<file path="config.mk">
export PLATFORM = sky130hd
export DESIGN_NAME = per_channel_sequence_gap_counter_flat
export DESIGN_NICKNAME = d
export VERILOG_FILES = /design/src/hdl/pscgc_pkg.sv /design/src/hdl/pscgc_ifs.sv /design/src/hdl/pscgc_idx_mem.sv /design/src/hdl/pscgc_max_unit.sv /design/src/hdl/per_channel_sequence_gap_counter.sv /design/src/flat_wrapper.sv
export SDC_FILE = /design/constraint.sdc
export NUM_CORES = 1
export LEC_CHECK = 0
export BUFFER_PORTS_ARGS = -buffer_cell sky130_fd_sc_hd__buf_2
export CORE_ASPECT_RATIO = 1.4
export CORE_MARGIN = 4
export CORE_UTILIZATION = 55
export CTS_CLUSTER_SIZE = 30
export DETAILED_ROUTE_END_ITERATION = 10
export PLACE_DENSITY_LB_ADDON = 0.05
export SLEW_MARGIN = 30
export SYNTH_ARGS = -nofsm -noshare
export SYNTH_HDL_FRONTEND = slang
export SYNTH_SLANG_ARGS = --single-unit
</file>
<file path="constraint.sdc">
create_clock -name clk -period 22.7 [get_ports clk]
set_input_delay 2.27 -clock clk [delete_from_list [all_inputs] [get_ports clk]]
set_output_delay 2.27 -clock clk [all_outputs]
set_load 0.01 [all_outputs]
</file>
<file path="src/hdl/pscgc_pkg.sv">
// ----------------------------------------------------------------------------
// pscgc_pkg
// Shared widths, sequencer states, compare control and result beat types of the gap counter.
// ----------------------------------------------------------------------------
`timescale 1ns / 1ps

package pscgc_pkg;

  localparam int unsigned CH_W   = 4;
  localparam int unsigned SCAN_W = 32;
  localparam int unsigned CNT_W  = 32;

  typedef enum logic [4:0] {
    S_IDLE = 5'b00001,
    S_UPD  = 5'b00010,
    S_SCAN = 5'b00100,
    S_LAST = 5'b01000,
    S_DONE = 5'b10000
  } state_t;

  typedef struct packed {
    logic clr;
    logic en;
  } max_ctl_t;

  typedef struct packed {
    logic [CNT_W-1:0]  dropped_in_batch;
    logic [CNT_W-1:0]  dropped_total;
    logic [CNT_W-1:0]  samples_total;
    logic [SCAN_W-1:0] first_scan;
    logic [SCAN_W-1:0] highest_scan;
  } out_beat_t;

endpackage

</file>
<file path="src/hdl/pscgc_ifs.sv">
// ----------------------------------------------------------------------------
// pscgc interfaces
// Sample input channel and result channel, valid/ready handshake.
// ----------------------------------------------------------------------------
`timescale 1ns / 1ps

interface pscgc_in_if;
  import pscgc_pkg::*;

  logic              valid;
  logic              ready;
  logic [CH_W-1:0]   channel;
  logic [SCAN_W-1:0] scan_seq;
  logic              batch_start;

  modport source (output valid, channel, scan_seq, batch_start, input ready);
  modport sink   (input valid, channel, scan_seq, batch_start, output ready);
endinterface

interface pscgc_out_if;
  import pscgc_pkg::*;

  logic              valid;
  logic              ready;
  logic [CNT_W-1:0]  dropped_in_batch;
  logic [CNT_W-1:0]  dropped_total;
  logic [CNT_W-1:0]  samples_total;
  logic [SCAN_W-1:0] first_scan;
  logic [SCAN_W-1:0] highest_scan;

  modport source (output valid, dropped_in_batch, dropped_total, samples_total,
                  first_scan, highest_scan, input ready);
  modport sink   (input valid, dropped_in_batch, dropped_total, samples_total,
                  first_scan, highest_scan, output ready);
endinterface

</file>
<file path="src/hdl/pscgc_idx_mem.sv">
// ----------------------------------------------------------------------------
// pscgc_idx_mem
// Last scan index store, one write port, one registered read port.
// ----------------------------------------------------------------------------
`timescale 1ns / 1ps

module pscgc_idx_mem #(
  parameter int unsigned DEPTH = 16,
  parameter int unsigned AW    = 4,
  parameter int unsigned DW    = 32
) (
  input  logic          clk,
  input  logic          we,
  input  logic [AW-1:0] waddr,
  input  logic [DW-1:0] wdata,
  input  logic [AW-1:0] raddr,
  output logic [DW-1:0] rdata
);

  logic [DW-1:0] mem_r [DEPTH];
  logic [DW-1:0] rdata_r;

  always_ff @(posedge clk) begin
    if (we) begin
      mem_r[waddr] <= wdata;
    end
  end

  always_ff @(posedge clk) begin
    rdata_r <= mem_r[raddr];
  end

  assign rdata = rdata_r;

endmodule

</file>
<file path="src/hdl/pscgc_max_unit.sv">
// ----------------------------------------------------------------------------
// pscgc_max_unit
// Shared compare unit; keeps the running maximum over a channel sweep.
// ----------------------------------------------------------------------------
`timescale 1ns / 1ps

module pscgc_max_unit #(
  parameter int unsigned DW = 32
) (
  input  logic                clk,
  input  logic                rst_n,
  input  pscgc_pkg::max_ctl_t ctl,
  input  logic [DW-1:0]       cand,
  output logic [DW-1:0]       best
);
  import pscgc_pkg::*;

  logic [DW-1:0] best_r;
  logic [DW-1:0] best_nxt;

  always_comb begin
    best_nxt = best_r;
    if (ctl.clr) begin
      best_nxt = '0;
    end else if (ctl.en && (cand > best_r)) begin
      best_nxt = cand;
    end
  end

  always_ff @(posedge clk) begin
    if (!rst_n) begin
      best_r <= '0;
    end else begin
      best_r <= best_nxt;
    end
  end

  assign best = best_r;

endmodule

</file>
<file path="src/hdl/per_channel_sequence_gap_counter.sv">
// ----------------------------------------------------------------------------
// per_channel_sequence_gap_counter
// Per-channel scan gap counter with batch/total drop counts and highest index.
//
//   port     dir  beat contents
//   in_bus   in   channel, scan_seq, batch_start
//   out_bus  out  dropped_in_batch, dropped_total, samples_total,
//                 first_scan, highest_scan
//
// From accept to the next ready a sample goes through one update step, a sweep
// of the index store through the shared compare unit (one entry per cycle, one
// read port), one trailing compare and one load of the result register. Reset
// is synchronous; all seen flags and counters clear at once. The result
// register holds a beat while out_bus stalls; the next sample is taken
// meanwhile, and its sweep waits at the end for the register.
// ----------------------------------------------------------------------------
`timescale 1ns / 1ps

module per_channel_sequence_gap_counter #(
  parameter int unsigned CHANNELS    = 16,
  parameter int unsigned INDEX_WIDTH = 32
) (
  input  logic        clk,
  input  logic        rst_n,
  pscgc_in_if.sink    in_bus,
  pscgc_out_if.source out_bus
);
  import pscgc_pkg::*;

  localparam int unsigned AW = (CHANNELS > 1) ? $clog2(CHANNELS) : 1;
  localparam int unsigned IW = INDEX_WIDTH;

  state_t            state_r, state_nxt;
  logic [AW-1:0]     ch_r;
  logic              ok_r;
  logic [IW-1:0]     idx_r;
  logic [AW-1:0]     ptr_r;
  logic [AW-1:0]     ptr_d_r;
  logic              scan_vld_r;
  logic [CHANNELS-1:0] seen_r;
  logic [CNT_W-1:0]  batch_r;
  logic [CNT_W-1:0]  total_r;
  logic [CNT_W-1:0]  samples_r;
  logic [IW-1:0]     start_r;
  out_beat_t         out_r;
  logic              out_valid_r;

  logic              in_acc;
  logic              out_free;
  logic              ptr_last;
  logic [AW-1:0]     raddr;
  logic [IW-1:0]     rdata;
  logic [IW-1:0]     gap;
  logic [CNT_W-1:0]  gap32;
  logic              upd_we;
  max_ctl_t          mctl;
  logic [IW-1:0]     best;

  assign in_acc   = in_bus.valid && in_bus.ready;
  assign out_free = !out_valid_r || out_bus.ready;
  assign ptr_last = (ptr_r == AW'(CHANNELS - 1));
  assign raddr    = (state_r == S_SCAN) ? ptr_r : AW'(in_bus.channel);
  assign gap      = idx_r - rdata - IW'(1);
  assign gap32    = CNT_W'(gap);
  assign upd_we   = (state_r == S_UPD) && ok_r;

  assign mctl.clr = (state_r == S_UPD);
  assign mctl.en  = scan_vld_r && seen_r[ptr_d_r];

  pscgc_idx_mem #(
    .DEPTH (CHANNELS),
    .AW    (AW),
    .DW    (IW)
  ) u_mem (
    .clk   (clk),
    .we    (upd_we),
    .waddr (ch_r),
    .wdata (idx_r),
    .raddr (raddr),
    .rdata (rdata)
  );

  pscgc_max_unit #(
    .DW (IW)
  ) u_max (
    .clk   (clk),
    .rst_n (rst_n),
    .ctl   (mctl),
    .cand  (rdata),
    .best  (best)
  );

  always_comb begin
    state_nxt = state_r;
    case (state_r)
      S_IDLE: if (in_acc) state_nxt = S_UPD;
      S_UPD:  state_nxt = S_SCAN;
      S_SCAN: if (ptr_last) state_nxt = S_LAST;
      S_LAST: state_nxt = S_DONE;
      S_DONE: if (out_free) state_nxt = S_IDLE;
      default: state_nxt = S_IDLE;
    endcase
  end

  always_ff @(posedge clk) begin
    if (!rst_n) begin
      state_r     <= S_IDLE;
      seen_r      <= '0;
      batch_r     <= '0;
      total_r     <= '0;
      samples_r   <= '0;
      start_r     <= '0;
      out_valid_r <= 1'b0;
      scan_vld_r  <= 1'b0;
      ptr_r       <= '0;
    end else begin
      state_r    <= state_nxt;
      scan_vld_r <= (state_r == S_SCAN);
      if (in_acc && in_bus.batch_start) begin
        batch_r <= '0;
      end
      if (upd_we) begin
        samples_r <= samples_r + CNT_W'(1);
        if (samples_r == '0) begin
          start_r <= idx_r;
        end
        if (seen_r[ch_r]) begin
          batch_r <= batch_r + gap32;
          total_r <= total_r + gap32;
        end
        seen_r[ch_r] <= 1'b1;
      end
      if (state_r == S_SCAN) begin
        ptr_r <= ptr_last ? '0 : ptr_r + AW'(1);
      end
      if (state_r == S_DONE && out_free) begin
        out_valid_r <= 1'b1;
      end else if (out_bus.ready) begin
        out_valid_r <= 1'b0;
      end
    end
  end

  always_ff @(posedge clk) begin
    ptr_d_r <= ptr_r;
    if (in_acc) begin
      ch_r  <= AW'(in_bus.channel);
      ok_r  <= (9'(in_bus.channel) < 9'(CHANNELS));
      idx_r <= IW'(in_bus.scan_seq);
    end
    if (state_r == S_DONE && out_free) begin
      out_r.dropped_in_batch <= batch_r;
      out_r.dropped_total    <= total_r;
      out_r.samples_total    <= samples_r;
      out_r.first_scan       <= SCAN_W'(start_r);
      out_r.highest_scan     <= SCAN_W'(best);
    end
  end

  assign in_bus.ready             = (state_r == S_IDLE);
  assign out_bus.valid            = out_valid_r;
  assign out_bus.dropped_in_batch = out_r.dropped_in_batch;
  assign out_bus.dropped_total    = out_r.dropped_total;
  assign out_bus.samples_total    = out_r.samples_total;
  assign out_bus.first_scan       = out_r.first_scan;
  assign out_bus.highest_scan     = out_r.highest_scan;

endmodule

</file>
<file path="src/flat_wrapper.sv">
// flat-port wrapper written by rule: the top's interface ports become plain ports
module per_channel_sequence_gap_counter_flat import pscgc_pkg::*;
#(
  parameter int unsigned CHANNELS    = 16,
  parameter int unsigned INDEX_WIDTH = 32
)
  (clk, rst_n, in_bus_valid, in_bus_channel, in_bus_scan_seq, in_bus_batch_start, in_bus_ready, out_bus_valid, out_bus_dropped_in_batch, out_bus_dropped_total, out_bus_samples_total, out_bus_first_scan, out_bus_highest_scan, out_bus_ready);
  pscgc_in_if in_bus_i ();
  pscgc_out_if out_bus_i ();
  input  logic clk;
  input  logic rst_n;
  input wire logic [$bits(in_bus_i.valid)-1:0] in_bus_valid;
  input wire logic [$bits(in_bus_i.channel)-1:0] in_bus_channel;
  input wire logic [$bits(in_bus_i.scan_seq)-1:0] in_bus_scan_seq;
  input wire logic [$bits(in_bus_i.batch_start)-1:0] in_bus_batch_start;
  output wire logic [$bits(in_bus_i.ready)-1:0] in_bus_ready;
  output wire logic [$bits(out_bus_i.valid)-1:0] out_bus_valid;
  output wire logic [$bits(out_bus_i.dropped_in_batch)-1:0] out_bus_dropped_in_batch;
  output wire logic [$bits(out_bus_i.dropped_total)-1:0] out_bus_dropped_total;
  output wire logic [$bits(out_bus_i.samples_total)-1:0] out_bus_samples_total;
  output wire logic [$bits(out_bus_i.first_scan)-1:0] out_bus_first_scan;
  output wire logic [$bits(out_bus_i.highest_scan)-1:0] out_bus_highest_scan;
  input wire logic [$bits(out_bus_i.ready)-1:0] out_bus_ready;
  assign in_bus_i.valid = in_bus_valid;
  assign in_bus_i.channel = in_bus_channel;
  assign in_bus_i.scan_seq = in_bus_scan_seq;
  assign in_bus_i.batch_start = in_bus_batch_start;
  assign in_bus_ready = in_bus_i.ready;
  assign out_bus_valid = out_bus_i.valid;
  assign out_bus_dropped_in_batch = out_bus_i.dropped_in_batch;
  assign out_bus_dropped_total = out_bus_i.dropped_total;
  assign out_bus_samples_total = out_bus_i.samples_total;
  assign out_bus_first_scan = out_bus_i.first_scan;
  assign out_bus_highest_scan = out_bus_i.highest_scan;
  assign out_bus_i.ready = out_bus_ready;
  per_channel_sequence_gap_counter #(.CHANNELS(CHANNELS), .INDEX_WIDTH(INDEX_WIDTH)) u_core (.clk(clk), .rst_n(rst_n), .in_bus(in_bus_i), .out_bus(out_bus_i));
endmodule
</file>
==> out/results.txt <==
outcome: completed
Ports: 203
routability congestion estimate: 0.905
area of the core region: 69,500 um^2
Seq pwr share: 0.503
synthesis-stage register bit count: 931
largest buffer count on any clock path: 3
largest register by flop count: u_core.u_mem.mem_r
most frequent cells in the layout: 708 x edfxtp_1, 245 x nand2_1, 223 x dfxtp_1
fin. max-slew vios: 0
count of flip-flops with a built-in enable after synthesis: 708
Clock Skews: 0.0230 ns
min cycle time layout: 6.29 ns
tightest slew margin relative to the limit: 0.346
number of remaining DRC errors: 0
# port buffers: 202
proportion of register bits with asynchronous set or reset after synthesis: 0
detailed-route wire length per cell: 23.7 um
standard cell with the maximum stage delay on the critical path: edfxtp_1
via count of the first global-routing pass: 23,514
share of the clock period used by the worst path: 0.277
Power per Cell Area: 86.7 nW/um^2
WP data required: 23.26 ns
predominant post-synthesis flop cell: edfxtp_1
data arrival at the endpoint of the critical path: 6.85 ns
MaxCap Viol Count: 0
maximum number of pins on one net before global-route repair: 129
worst skew pair latency: 0.65 ns
per-instance average area after synthesis: 14.3 um^2
post-synth top area share: 0.549
Post-Place Cell Area: 41,000 um^2
NumNets Final: 3,118
commonest non-fill, non-tap cell in the layout: edfxtp_1
cell area after synthesis: 38,700 um^2
number of distinct library cells after synthesis: 73
Net Count, Synth: 2,883
die area: 74,700 um^2
element type at the critical path end: flip-flop
number of buffers created by CTS: 86
detailed router's first-iteration violation count: 2,178
Highest Clock Rate: 159 MHz
H-Tree Depth: 3
antenna-violating nets left: 0
type of the worst setup path: reg -> reg
maximum net fanout on the critical path: 18
cell types occupying the most area after synthesis: edfxtp_1 55%, dfxtp_1 12%, mux4_2 8.0%
area of all placed cells without fillers: 43,900 um^2
detailed-route vias per instance: 5.92
Die W: 232 um
number of optimization iterations in the first detailed-route pass: 5
combinational group share of total power: 0.112
setup total negative slack: 0 ns
largest vdd supply drop: 83.3 uV
effective utilization at floorplan: 0.557
Seq/Total Area, Yosys: 0.665
row count: 114
startpoint types: flip-flop
first-pass GRT wire length: 141 mm
number of antenna violations at the first check in global routing: 2
setup violation total in the final timing report: 0
cell type contributing the most total cell area after synthesis: edfxtp_1
count of hold-fix buffers inserted at cts: 0
post-route insts no fill: 3,941
DP HPWL: 57.9 mm
Placed Instances: 3,781
post-CTS clock slew at the launch and capture registers of the worst setup and hold paths: 0.06 ns
count of vias placed by the detailed router: 23,334
sink count of the clock tree: 931
unrepaired setup endpoints after global routing: false
max reg flops: 512
switching power as a share of total power: 0.243
clock power share: 0.385
switching power summed over all nets: 926 uW
number of standard cells after synthesis: 2,707
Cell Int Power: 2880 uW
ANT cells: 0
TritonCTS clock tree: built
worst slew pin tran: 0.982 ns
Congestion Overflow GR: 0
GRT Util Overall: 0.249
Die Span Y: 322 um
cell-by-cell trace of the critical path: ha_1 -> fa_1 -> a21o_1 -> a21oi_1 -> o21bai_1 -> a221oi_1 -> a21oi_1 -> o2111ai_1 -> nand2_1 -> xor2_1 -> ha_1 -> nand2_1 -> nor2_1 -> nand3_1 -> a21oi_1 -> o21ai_0 -> a31oi_1 -> a31oi_1 -> xnor2_1 -> or3_1 -> a21oi_1
yosys warns: 0
final routed wirelength across all metal layers: 93.2 mm
area growth from synthesis to final layout: 13.5%
most repeated library cell on the critical path: a21oi_1
PnR Total Power: 3810 uW
final hold violation count: 0
ratio of cells with drive above 1 in the final layout: 0.189
crit-path max cell delay: 0.65 ns
path class of the lowest-slack min-delay path: reg -> reg
buffer type at the clock tree root: clkbuf_16
Resize count post-CTS: 0
number of post-CTS setup repair buffers: 0
Static Leak: 0.0157 uW
==> worst max-delay path: cells and delay by family (launching register included) <==
family	cells	cell delay [ns]
AOI/OAI and AO/OA	11	3.06
adders and majority gates	3	1.18
xor gates and xnor gates	2	0.35
DFF	1	0.65
and+or+nand+nor	5	0.96
==> logic make-up after synthesis <==
kind of cell | share of synthesized area
DFF | 0.665
and+or+nand+nor | 0.0807
AOI/OAI and AO/OA | 0.0847
buffers and inverters | 0.0198
muxes | 0.0829
adders and majority gates | 0.0442
xor gates and xnor gates | 0.0229
==> per-stage QoR <==
step | hold WS [ns] | util | worst slack, ns
after floorplan | 0.368 | - | 12.56
after global placement | 0.388 | 0.590 | 16.31
after detailed placement | 0.399 | 0.591 | 16.28
after CTS | 0.411 | 0.632 | 16.45
after global routing | 0.418 | 0.632 | 16.04
final | 0.408 | 0.632 | 16.41
==> cells in the mapped netlist (14+ instances only) <==
cell type,n
edfxtp_1,708
nand2_1,247
dfxtp_1,223
nor2_1,171
a21oi_1,156
mux4_2,138
ha_1,132
o21ai_0,106
inv_1,87
clkbuf_1,77
nand3_1,67
a21o_1,57
xnor2_1,54
a31oi_1,53
xor2_1,47
a211oi_1,45
and2_1,40
a21boi_0,33
nor3_1,25
and3_1,21
or3_1,19
nand4_1,17
o21a_1,16
buf_2,14
nand2b_1,14
==> layer usage <==
metal  wire length (um)  GRT usage  share of wire  vias up
met5                  0          0              0        -
met4               2160     0.0723          0.023        0
met3               5240     0.0290          0.056      129
met2              47700      0.439           0.51      700
met1              38200      0.329           0.41    11784
li1                   -          -              -    10721
==> final timing paths <==
kind                                     start                              end  slack [ns]  cells past startpoint
setup reg to reg     u_core.idx_r[0]$_DFFE_PP_  u_core.total_r[31]$_SDFFE_PN0P_       16.41                     21
hold reg to reg   u_core.ptr_r[2]$_SDFFE_PN0P_        u_core.ptr_d_r[2]$_DFF_P_        0.41                      0
hold / removal    u_core.ptr_r[2]$_SDFFE_PN0P_        u_core.ptr_d_r[2]$_DFF_P_        0.41                      0
setup / recovery     u_core.idx_r[0]$_DFFE_PP_  u_core.total_r[31]$_SDFFE_PN0P_       16.41                     21
==> final cells by class <==
cell class,count,area [um^2]
Clock buffer,106,2320
Clock inverter,53,541
Fill cell,5197,25600
Inverter,89,337
Multi-Input combinational cell,1582,12400
Sequential cell,931,25700
Tap cell,928,1160
Timing Repair Buffer,252,1430
==> power by group through the flow <==
stage / clock network (uW) / logic, uW / registers (uW)
global route: 1570 / 468 / 1920
floorplan: 0 / 303 / 1940
detailed placement: 0 / 421 / 1950
global placement: 0 / 412 / 1950
CTS: 1500 / 423 / 1910
finish: 1470 / 425 / 1910
Power figures use the tool's default switching activity.
